==> src/hw/rtl/assert_macros.svh <==
// assertion macros shared by the rtl files
`ifndef ASSERT_MACROS_SVH
`define ASSERT_MACROS_SVH
`ifndef SYNTHESIS
// clocked check, disabled while reset is asserted
`define GSB_ASSERT(lbl, clk, rst_n, prop, msg) \
  lbl: assert property (@(posedge clk) disable iff (!rst_n) (prop)) else $error(msg);
// clocked check that also holds during reset
`define GSB_ASSERT_ALWAYS(lbl, clk, prop, msg) \
  lbl: assert property (@(posedge clk) (prop)) else $error(msg);
`else
`define GSB_ASSERT(lbl, clk, rst_n, prop, msg)
`define GSB_ASSERT_ALWAYS(lbl, clk, prop, msg)
`endif
`endif

==> src/hw/rtl/gsb_pkg.sv <==
// types and constants of the growable symbol buffer
package gsb_pkg;

  localparam int FW  = 13;   // width of the position and count fields
  localparam int PAW = 4;    // apb address width
  localparam int PERCENT = 100;

  localparam logic [3:0] ACT_ADD     = 4'd0;
  localparam logic [3:0] ACT_GET     = 4'd1;
  localparam logic [3:0] ACT_MARK    = 4'd2;
  localparam logic [3:0] ACT_RETRACT = 4'd3;
  localparam logic [3:0] ACT_RESET   = 4'd4;
  localparam logic [3:0] ACT_REWIND  = 4'd5;
  localparam logic [3:0] ACT_CLEAR   = 4'd6;
  localparam logic [3:0] ACT_COMPACT = 4'd7;
  localparam logic [3:0] ACT_READ_AT = 4'd8;

  localparam logic [1:0] GROW_ADD  = 2'd1;
  localparam logic [1:0] GROW_MULT = 2'd2;

  localparam logic [1:0] REG_MODE   = 2'd0;
  localparam logic [1:0] REG_FACTOR = 2'd1;
  localparam logic [1:0] REG_START  = 2'd2;

  typedef struct packed {
    logic [3:0]    action;
    logic [7:0]    symbol;
    logic [FW-1:0] position;
  } gsb_in_t;

  typedef struct packed {
    logic          ok;
    logic [7:0]    data;
    logic [FW-1:0] fill_count;
    logic [FW-1:0] cur_capacity;
    logic [FW-1:0] read_index;
    logic [FW-1:0] mark_index;
    logic          end_flag;
    logic          is_full;
    logic          is_empty;
    logic          grew;
  } gsb_out_t;

  typedef struct packed {
    logic [1:0]    mode;
    logic [7:0]    factor;
    logic          cap_load;
    logic [FW-1:0] cap_value;
  } gsb_cfg_t;

  typedef struct packed {
    logic load;
    logic mul;
    logic div;
    logic exec;
  } gsb_cmd_t;

  typedef struct packed {
    logic grow_mul;
  } gsb_status_t;

endpackage

==> src/hw/rtl/gsb_regs.sv <==
// apb configuration registers
module gsb_regs
  import gsb_pkg::*;
(
  input  logic           clk,
  input  logic           rst_n,
  input  logic           psel,
  input  logic           penable,
  input  logic           pwrite,
  input  logic [PAW-1:0] paddr,
  input  logic [31:0]    pwdata,
  output logic [31:0]    prdata,
  output logic           pready,
  output gsb_cfg_t       cfg
);

  logic [1:0]    mode_r;
  logic [7:0]    factor_r;
  logic [FW-1:0] start_r;
  logic          wr;
  logic [1:0]    idx;

  assign wr  = psel & penable & pwrite;
  assign idx = paddr[3:2];

  always_ff @(posedge clk) begin
    if (!rst_n) begin
      mode_r   <= '0;
      factor_r <= '0;
      start_r  <= FW'(1);
    end else if (wr) begin
      unique case (idx)
        REG_MODE:   mode_r   <= pwdata[1:0];
        REG_FACTOR: factor_r <= pwdata[7:0];
        REG_START:  start_r  <= pwdata[FW-1:0];
        default: ;
      endcase
    end
  end

  always_comb begin
    unique case (idx)
      REG_MODE:   prdata = {30'd0, mode_r};
      REG_FACTOR: prdata = {24'd0, factor_r};
      REG_START:  prdata = {{(32-FW){1'b0}}, start_r};
      default:    prdata = '0;
    endcase
  end

  assign pready        = 1'b1;
  assign cfg.mode      = mode_r;
  assign cfg.factor    = factor_r;
  assign cfg.cap_load  = wr && (idx == REG_START);
  assign cfg.cap_value = pwdata[FW-1:0];

endmodule

==> config.mk <==
export PLATFORM = sky130hd
export DESIGN_NAME = gsb_regs
export DESIGN_NICKNAME = d
export VERILOG_FILES = /design/src/hw/rtl/assert_macros.svh /design/src/hw/rtl/gsb_pkg.sv /design/src/hw/rtl/gsb_regs.sv
export SDC_FILE = /design/constraint.sdc
export NUM_CORES = 1
export LEC_CHECK = 0
export BUFFER_PORTS_ARGS = -buffer_cell sky130_fd_sc_hd__buf_2
export CAP_MARGIN = 20
export CORE_MARGIN = 2
export CORE_UTILIZATION = 40
export CTS_BUF_LIST = sky130_fd_sc_hd__clkbuf_16
export DETAILED_ROUTE_END_ITERATION = 8
export MAX_ROUTING_LAYER = met4
export PLACE_DENSITY = 0.81
export SLEW_MARGIN = 30
export SYNTH_ARGS = -nofsm -noshare
export SYNTH_HDL_FRONTEND = slang
export SYNTH_SLANG_ARGS = --single-unit
==> constraint.sdc <==
create_clock -name clk -period 1.1 [get_ports clk]
set_input_delay 0 -clock clk [delete_from_list [all_inputs] [get_ports clk]]
set_output_delay 0 -clock clk [all_outputs]
set_load 0.02 [all_outputs]
# After elaboration in Yosys (flattened, before gate mapping)
# Index checks and enable logic that the tools add are counted.
# word_totals
ff_bits,23
inputBits,41
out_inout_bits,57
elab_cells,13
# classes
eq_ne,2
mux,1
bitwise,2
reduce_logical,5
# ops
cell,n
$pmux 13 s3,1
$reduce_and 2->1,3
$and 1x1->1,2
$eq 2x1->1 const B,1
$eq 2x2->1 const B,1
$logic_not 2->1,1
$logic_and 1x1->1,1

# Longest topological paths before layout
# depth
word_depth,3
ltp_mapped,5
depth_no_buf,3

# Worst setup path before layout
# OpenSTA, ideal clock, no wires.
# synth_path
kind,flip-flop to output port
startpoint,register mode_r[0]
endpoint,output prdata[0]
arrival_time_ns,1.018
required_time_ns,1.100
path_slack_ns,0.082
stages_incl_launch_ff,3
path_buffers,0
cell_sequence,dfxtp_1 mux2i_1 o21ai_0
# synth_via
elab_chain_len,1
# synth_rtl
item,line,source
from (decl),gsb_regs.sv:17,logic [1:0] mode_r;
from (signal assigned),gsb_regs.sv:33,REG_MODE: mode_r <= pwdata[1:0];
$pmux 13 s3,gsb_regs.sv:42,unique case (idx)
to (decl),gsb_regs.sv:12,"output logic [31:0] prdata,"
# Every way passes these cells.

# Worst setup path after layout
# layout_path
startpoint,register mode_r[1]
endpoint,output prdata[1]
# The elaborated chain is that of the path after synthesis.

==> key figures <==
Outcome
  • Status: finished clean

STA
  • Period utilisation layout: 87.3%
  • Fmax: 1040 MHz
  • Skew final: 0 ps
  • Hold_ws: 1.72 ps
  • Setup TNS: 0 ps
  • Crit path time final: 961 ps
  • Hold Violations, Final: 0
  • RSZ-0062 raised after global routing: no
  • Final setup fails: 0
  • Max Slew Vio Count: 0

Critical path
  • Req. time, crit path: 1100 ps
  • FF-to-FF setup slack: 500 ps
  • Critical Path AT: 960 ps
  • Largest fanout on the critical path: 3
  • CP endpoint kind: output port
  • CP Launch Type: flip-flop
  • Crit path kind: flip-flop to output port

Detailed routing
  • Remaining antenna violation count: 0
  • DR pass1 iterations: 4
  • Routed vias: around 1000
  • DRT iter0 DRCs: 30
  • Wire length per cell: between 10 and 15 um
  • Total wire length: 2410 um
  • DRC Markers: 0
  • Drt via density: approximately 4.4

Global route
  • Congestion Overflow GR: 0
  • Antenna violations before repair: 0
  • First-pass GRT wire length: ~3600 um
  • Global-route usage over all layers: 13.1%
  • Largest net degree at the start of global routing: 23
  • Vias in the first global route: 826

Synth
  • Most frequent cell after synthesis: nand2_1
  • Yosys reg bits: 23
  • Synthesized area: 0.00132 mm^2
  • Primary FF master, synth: dfxtp_1
  • Number of synthesized flops with an enable pin: 0
  • Post-Syn Area per Cell: 8.76 um^2
  • Warnings from Yosys: 0
  • Post-synth top area share: 34.8%
  • Synth area leaders: dfxtp_1, buf_4, mux2i_1
  • Post-synthesis async set-or-reset flop share: 0%
  • Commonest cells in the netlist: nand2_1, buf_4, mux2i_1
  • Synth area leader: dfxtp_1
  • Gate Count Post-Synth: 151
  • Synth cell types: 19
  • Sequential area share after synthesis: 34.8%

Floorplanning
  • Core area: 0.00310 mm^2
  • Starting Density: approximately 43%
  • I/O Pins: 98
  • Die width: 61.5 um
  • Die footprint: approximately 0.0038 mm^2
  • Chip height: 61.5 um
  • Cell Rows: 20

Min path
  • HP Class: input port to flip-flop

Placement
  • Port Buffer Count: 56
  • Cells after DPL: about 230
  • RePlAce Congestion: roughly 0.72
  • Post-DP Area: 0.00147 mm^2
  • DP HPWL: between 1500 and 2000 um

Clock tree
  • CTS max path bufs: 2
  • H-tree depth: 1
  • CTS root buffer: clkbuf_16
  • Reg clk slew, reported paths: 60 ps
  • TritonCTS clock tree: done
  • Setup bufs post-CTS: 0
  • PostCTS Resize Cnt: 0
  • Clock sink total: 23
  • CTS buffer count: 3
  • Worst skew pair latency: roughly 250 ps
  • Hold-fix buffers, CTS: 0

Layout
  • Cell Count, Final, Fillers Out: 236
  • Share of cells above drive strength 1: about 34%
  • Design area: approximately 0.0015 mm^2
  • Core Util, Final: between 40% and 50%
  • # diodes: 0
  • Area added between synthesis and finish: 17.0%
  • Layout Nets: 234

Pwr
  • P per Cell Area: 1210 mW/mm^2
  • Maximum vdd drop: around 0.00050 V
  • Lkg Pwr: ~0.77 nW

Flow run
  • Max cap viols: 0
-- cells in the final DEF, fill, tap and decap left out, drive strengths merged --
cell type / n
nor2b: 2
a22o: 6
and2: 7
dfxtp: 23
inv: 2
buf: 61
nand2: 38
mux2i: 24
nor2: 1
and3: 1
clkbuf: 3
o21ai: 2
o211ai: 1
conb: 20
nand3: 1
-- critical path: stages, from the launching register on --
cell,delay (ps)
dfxtp_1,340
mux2i_1,70
o21ai_0,120
buf_2,180
-- where the power goes --
part	switching, mW	internal (mW)	leakage (nW)	total [mW]
clock	0.262	0.483	0.0423	0.746
combinational	0.193	0.0882	0.547	0.281
sequential	0.00613	0.844	0.186	0.851
total	0.461	1.42	0.775	1.88
-- logic make-up (layout without fill, tap and decap cells) --
group	after synthesis	in the layout	synth area share (%)
other	2	20	0.568
muxes	24	24	18.2
and+or+nand+nor	50	50	16.7
buffers and inverters	43	66	24.4
DFF	23	23	34.8
AOI/OAI and AO/OA	9	9	5.30
-- through the flow --
step | power (mW) | setup WS [ps]
global route | 1.98 | 61.6
detailed placement | 1.15 | 179
CTS | 1.92 | 123
finish | 1.88 | 139
floorplan | 1.14 | 81.9
global placement | 1.15 | 199
-- layout make-up --
type / instances / area (um^2)
well taps: 44 / 55.1
repair buffers: 61 / 343
multi-input cells: 103 / 607
clock inverters: 1 / 3.75
fillers: 312 / 1560
clock buffers: 3 / 75.1
flip-flops and latches: 23 / 460
inverters: 1 / 3.75
-- layer usage --
metal	GRT usage [%]	routed length [um]
met2	20.6	1140
met5	-	0
met4	3.65	4
met3	2.52	172
met1	17.3	1100
-- flip-flops by register name (all words and copies together), names as in the netlist --
name and flops:
start_r 13, factor_r 8, mode_r 2
-- path summary, 6_finish.rpt --
kind,from,end,depth (start not counted)
setup / recovery,mode_r[1],prdata[1],3
hold / removal,pwdata[11],start_r[11],3
setup reg to reg,start_r[0],start_r[0],2
hold reg to reg,start_r[8],start_r[8],2
No activity file was read; power rests on OpenSTA's default activity.
