`src/hw/rtl/assert_macros.svh`:
```
// assertion macros shared by the rtl files
`ifndef ASSERT_MACROS_SVH
`define ASSERT_MACROS_SVH
`ifndef SYNTHESIS
// clocked check, disabled while reset is asserted
`define GSB_ASSERT(lbl, clk, rst_n, prop, msg) \
  lbl: assert property (@(posedge clk) disable iff (!rst_n) (prop)) else $error(msg);
// clocked check that also holds during reset
`define GSB_ASSERT_ALWAYS(lbl, clk, prop, msg) \
  lbl: assert property (@(posedge clk) (prop)) else $error(msg);
`else
`define GSB_ASSERT(lbl, clk, rst_n, prop, msg)
`define GSB_ASSERT_ALWAYS(lbl, clk, prop, msg)
`endif
`endif

```
`src/hw/rtl/gsb_pkg.sv`:
```
// types and constants of the growable symbol buffer
package gsb_pkg;

  localparam int FW  = 13;   // width of the position and count fields
  localparam int PAW = 4;    // apb address width
  localparam int PERCENT = 100;

  localparam logic [3:0] ACT_ADD     = 4'd0;
  localparam logic [3:0] ACT_GET     = 4'd1;
  localparam logic [3:0] ACT_MARK    = 4'd2;
  localparam logic [3:0] ACT_RETRACT = 4'd3;
  localparam logic [3:0] ACT_RESET   = 4'd4;
  localparam logic [3:0] ACT_REWIND  = 4'd5;
  localparam logic [3:0] ACT_CLEAR   = 4'd6;
  localparam logic [3:0] ACT_COMPACT = 4'd7;
  localparam logic [3:0] ACT_READ_AT = 4'd8;

  localparam logic [1:0] GROW_ADD  = 2'd1;
  localparam logic [1:0] GROW_MULT = 2'd2;

  localparam logic [1:0] REG_MODE   = 2'd0;
  localparam logic [1:0] REG_FACTOR = 2'd1;
  localparam logic [1:0] REG_START  = 2'd2;

  typedef struct packed {
    logic [3:0]    action;
    logic [7:0]    symbol;
    logic [FW-1:0] position;
  } gsb_in_t;

  typedef struct packed {
    logic          ok;
    logic [7:0]    data;
    logic [FW-1:0] fill_count;
    logic [FW-1:0] cur_capacity;
    logic [FW-1:0] read_index;
    logic [FW-1:0] mark_index;
    logic          end_flag;
    logic          is_full;
    logic          is_empty;
    logic          grew;
  } gsb_out_t;

  typedef struct packed {
    logic [1:0]    mode;
    logic [7:0]    factor;
    logic          cap_load;
    logic [FW-1:0] cap_value;
  } gsb_cfg_t;

  typedef struct packed {
    logic load;
    logic mul;
    logic div;
    logic exec;
  } gsb_cmd_t;

  typedef struct packed {
    logic grow_mul;
  } gsb_status_t;

endpackage

```
`src/hw/rtl/gsb_ctrl.sv`:
```
// controller state machine of the symbol buffer
`include "assert_macros.svh"
module gsb_ctrl
  import gsb_pkg::*;
(
  input  logic        clk,
  input  logic        rst_n,
  input  logic        start,
  input  gsb_status_t status,
  output logic        busy,
  output gsb_cmd_t    cmd,
  output logic        out_valid
);

  typedef enum logic [3:0] {
    S_IDLE = 4'b0001,
    S_MUL  = 4'b0010,
    S_DIV  = 4'b0100,
    S_EXEC = 4'b1000
  } state_t;

  state_t state_r, state_nxt;
  logic   out_valid_r;
  logic   accept;

  assign busy   = (state_r != S_IDLE);
  assign accept = start && !busy;

  always_comb begin
    state_nxt = state_r;
    unique case (state_r)
      S_IDLE: begin
        if (start) begin
          // multiplicative growth needs the percent product first
          state_nxt = status.grow_mul ? S_MUL : S_EXEC;
        end
      end
      S_MUL:  state_nxt = S_DIV;
      S_DIV:  state_nxt = S_EXEC;
      S_EXEC: state_nxt = S_IDLE;
      default: state_nxt = S_IDLE;
    endcase
  end

  always_ff @(posedge clk) begin
    if (!rst_n) begin
      state_r     <= S_IDLE;
      out_valid_r <= 1'b0;
    end else begin
      state_r     <= state_nxt;
      out_valid_r <= (state_r == S_EXEC);
    end
  end

  assign cmd.load  = accept;
  assign cmd.mul   = (state_r == S_MUL);
  assign cmd.div   = (state_r == S_DIV);
  assign cmd.exec  = (state_r == S_EXEC);
  assign out_valid = out_valid_r;

  `GSB_ASSERT(a_strobe_single, clk, rst_n, out_valid_r |=> !out_valid_r, "result strobe longer than one cycle")
  `GSB_ASSERT(a_exec_strobe, clk, rst_n, (state_r == S_EXEC) |=> out_valid_r, "executed request without result")
  `GSB_ASSERT(a_mul_div_exec, clk, rst_n, (state_r == S_MUL) |=> ((state_r == S_DIV) ##1 (state_r == S_EXEC)), "growth sequence broken")

endmodule

```
`config.mk`:
```
export PLATFORM = sky130hd
export DESIGN_NAME = gsb_ctrl
export DESIGN_NICKNAME = d
export VERILOG_FILES = /design/src/hw/rtl/gsb_pkg.sv /design/src/hw/rtl/gsb_ctrl.sv
export VERILOG_INCLUDE_DIRS = /design/src /design/src/hw/rtl
export SDC_FILE = /design/constraint.sdc
export NUM_CORES = 1
export LEC_CHECK = 0
export BUFFER_PORTS_ARGS = -buffer_cell sky130_fd_sc_hd__buf_2
export CELL_PAD_IN_SITES_DETAIL_PLACEMENT = 0
export CELL_PAD_IN_SITES_GLOBAL_PLACEMENT = 2
export CORE_AREA = 2 2 39 41
export DETAILED_ROUTE_END_ITERATION = 6
export DIE_AREA = 0 0 41 43
export PLACE_DENSITY_LB_ADDON = 0.1
export SLEW_MARGIN = 15
export SYNTH_ARGS = -nofsm -noshare
export SYNTH_HDL_FRONTEND = slang
export SYNTH_SLANG_ARGS = --single-unit
```
`constraint.sdc`:
```
create_clock -name clk -period 2.8 [get_ports clk]
set_input_delay 0.28 -clock clk [delete_from_list [all_inputs] [get_ports clk]]
set_output_delay 0.28 -clock clk [all_outputs]
set_load 0.02 [all_outputs]
```
-- Yosys cells after proc, flatten, opt, wreduce, memory -nomap -nowiden
Cells that the tools add are included.
Widths: inputs -> output; s select.
- bits in registers: 5
- bits in latches: 0
- memory bits (writable): 0
- bits in read-only memories: 0
- input bits: 4
- output and inout port bits: 6
- logic and storage cells: 13
- memories: 0
- add/sub/neg operators: 0
- multipliers: 0
- divide/modulo/power cells: 0
- $lt $le $gt $ge: 0
- eq/ne operators: 6
- shift-type cells: 0
- muxes and demuxes: 3
- bitwise operators: 0
- reductions and logical operators: 2
- operator list (kind ; count):
    $pmux 4 s3 ; 1
    $mux 4 ; 2
    $eq 4x1->1 const B ; 1
    $eq 4x2->1 const B ; 1
    $eq 4x3->1 const B ; 1
    $eq 4x4->1 const B ; 1
    $ne 4x1->1 const B ; 1
    $ne 2x2->1 const B ; 1
    $logic_and 1x1->1 ; 1
    $logic_not 1->1 ; 1

-- Logic depth before layout (Yosys ltp)
- depth in word-level cells: 3
- gate-level depth with buffers: 4
- depth with buffers taken out: 3

-- Worst setup path after synthesis
No wires, ideal clock.
- path kind: flip-flop to flip-flop
- start: reg state_r[3]
- end: reg state_r[0]
- setup time: 0.115 ns
- data arrival time: 1.576 ns
- data required time: 2.685 ns
- path slack: 1.109 ns
- cell stages (with the launch flop): 4
- path buffers: 0
- clock period less this slack: 1.691 ns
- cell sequence: dfxtp_1 > nor4b_1 > nor2_1 > a21o_2
- RTL lines (what ; line ; source):
    start, declared ; gsb_ctrl.sv:22 ; state_t state_r, state_nxt;
    start signal, assigned ; gsb_ctrl.sv:50 ; state_r <= state_nxt;

==> reports/results.tsv <==
stage	metric	value	unit
flow_run	reported max-cap violation count	0	
die	row count	14	
yosys	Synth Area in XOR/XNOR	0	%
sta	slew margin rel.	64.9	%
worst_setup_path	CP Capture Type	primary output	
worst_setup_path	critical path type	register to primary output	
die	Core Area	0.00138	mm^2
clock_tree	H-Tree Depth	1	
worst_setup_path	r2r endpoint	state_r[3]	
drt	drt drc	0	
worst_setup_path	Worst setup SP type	register	
worst_setup_path	critical path fanouts, max	5	
layout	layout cells sized above 1	46.9	%
die	die width	41	um
yosys	Synth Area in Adders	0	%
clock_tree	Reg clk slew, reported paths	0.04	ns
global_routing	number of global-route vias before repair	188	
clock_tree	clk_lat worst skew	0.24	ns
yosys	Synth Instances	21	
yosys	synth top area cells	dfxtp_1 (45%), nor4b_1 (12%), and2_1 (5.6%), buf_6 (5.0%), nor2_4 (5.0%)	
sta	unrepaired setup endpoints after global routing	no	
min_path	Hold Crit Start	status	
min_path	Min-Delay Path Class	input pin to register	
yosys	area fraction in compound gates after synthesis	12.3	%
place	dpl cell area	270	um^2
yosys	largest area contributor in the netlist	dfxtp_1	
worst_setup_path	reg2reg start	state_r[2]	
clock_tree	total CTS buffers	3	
sta	Clock Skews	0.0000710	ns
sta	Max Fclk	556	MHz
worst_setup_path	Worst EP arrival	1.52	ns
place	hpwl dp	369	um
yosys	synthesized area	224	um^2
clock_tree	CTS tree	yes	
global_routing	grt ovf	0	
clock_tree	# hold bufs at CTS	0	
drt	routed vias	191	
pwr	worst vdd ir	125	uV
die	Die Y	43	um
min_path	Hold EP	state_r[1]	
die	Die ar.	0.00176	mm^2
min_path	Worst Hold Depth	2	
sta	Final Hold Vio Count	0	
layout	antenna cells	0	
pwr	Leakage	0.148	nW
drt	DRT iter0 DRCs	1	
die	boundary pin count	10	
clock_tree	setup bufs post-CTS	0	
yosys	Synthesis Warnings	0	
die	Starting Density	16.2	%
global_routing	first-pass GRT wire length	745	um
sta	setup violators final	0	
yosys	Synthesized Nets	25	
worst_setup_path	R2R cell count	3	
clock_tree	maximum clock insertion buffer count	2	
pwr	Tot Pwr	0.200	mW
drt	vias per cell	3.98	
drt	Detailed Routing Iterations Pass 1	2	
yosys	Yosys reg bits	5	
pwr	Cell Pwr Density	673	mW/mm^2
layout	Area Growth Syn to Fin	32.4	%
worst_setup_path	CP required	2.52	ns
sta	Setup Total Neg Slack	0	ns
yosys	Synth top area share	44.7	%
global_routing	largest net degree at the start of global routing	6	
yosys	post-synthesis cell type count	13	
yosys	largest family of logic cells by synthesized area	simple AND/OR/NAND/NOR gates	
yosys	register area share after synthesis	44.7	%
worst_setup_path	R2R Setup Slk	1.35	ns
drt	WL/cell	9.29	um
layout	FILL cells	161	
place	Final Wtd Congestion	0.605	
sta	Final Max Tran Viols	0	
place	IO Port Bufs	9	
drt	Post-Route WL	446	um
sta	final period utilization	64.3	%
global_routing	gr usage total	7.32	%
layout	design area	297	um^2
sta	post-route minimum period	1.80	ns
sta	Worst-Margin Slew	0.519	ns
global_routing	initial antenna violation count	0	
drt	post-route antenna net violation count	0	
outcome	status	finished clean	
yosys	mux contribution to synthesized area	0	%
clock_tree	post-CTS resize count	0	
layout	nets	37	
yosys	Synth Area in Simple Gates	33.0	%
clock_tree	root buffer cell	clkbuf_4	
clock_tree	CTS Sinks	5	
yosys	Syn Area/Cell	10.7	um^2
## synthesized netlist by cell type (all sizes together)
cell	instances
a21o	1
and2	2
and3	1
buf	2
dfxtp	5
inv	1
nor2	3
nor4b	3
o21ai	1
o21ba	1
or4b	1
## cells in the final DEF, fill, tap and decap left out, drive strengths merged
cell type / count
and2: 2
a21o: 1
and3: 1
inv: 1
o21ba: 1
o21ai: 1
or4b: 1
clkbuf: 4
dfxtp: 5
nor4b: 3
nor2: 3
buf: 9
## final cells by class
type,instances,area (um^2),share of cell area (%)
clock buffer,4,26.3,8.86
inverter,1,3.75,1.27
multi-input combinational,13,101,34.2
sequential,5,100,33.8
tap,16,20.0,6.75
timing repair buffer,9,45.0,15.2
## power breakdown
part           leakage (nW)  switching (mW)  internal [mW]
sequential           0.0408         0.00363         0.0761
combinational        0.0924          0.0221         0.0145
clock                0.0150          0.0294         0.0539
## worst max-delay path, cell delays in order (launching register included)
cell and delay, ns:
dfxtp_1 0.32, or4b_1 0.67, nor2_4 0.13, buf_2 0.17
## worst max path at each step
stage	endpoint	depth (start not counted)	from	slack [ns]
after floorplan	state_r[0]	3	state_r[3]	1.11
after global placement	cmd[3]	3	state_r[2]	1.25
after CTS	cmd[3]	3	state_r[2]	0.98
after detailed placement	cmd[3]	3	state_r[2]	1.24
after global routing	cmd[3]	3	state_r[2]	0.91
final	cmd[3]	3	state_r[2]	1.0
## state kept, by name (all words and copies together), names as in the netlist
register,cells
out_valid,1
state_r,4
## cells by family after synthesis
logic type             after synthesis
flip-flops                           5
AO/OA/AOI/OAI                        3
AND/OR/NAND/NOR                     10
buffers and inverters                3
## metal layers
metal | track usage, % | part of all wire [%] | up-vias
met5 | 0 | 0 | -
met3 | 3.14 | 11 | 4
met2 | 7.81 | 39 | 12
li1 | - | - | 94
met4 | 12.0 | 6.1 | 0
met1 | 7.69 | 44 | 81
## stage by stage
stage / worst slack [ns] / hold slack, ns / cells / util, %
5_1_grt: 0.915 / 0.287 / 48 / 21.4
6_report: 1.00 / 0.288 / 48 / 21.4
4_1_cts: 0.978 / 0.286 / 48 / 21.4
3_3_place_gp: 1.25 / 0.541 / 44 / 19.5
2_1_floorplan: 1.11 / 0.402 / 21 / -
3_5_place_dp: 1.24 / 0.537 / 44 / 19.5
(Power assumes the default switching activity.)
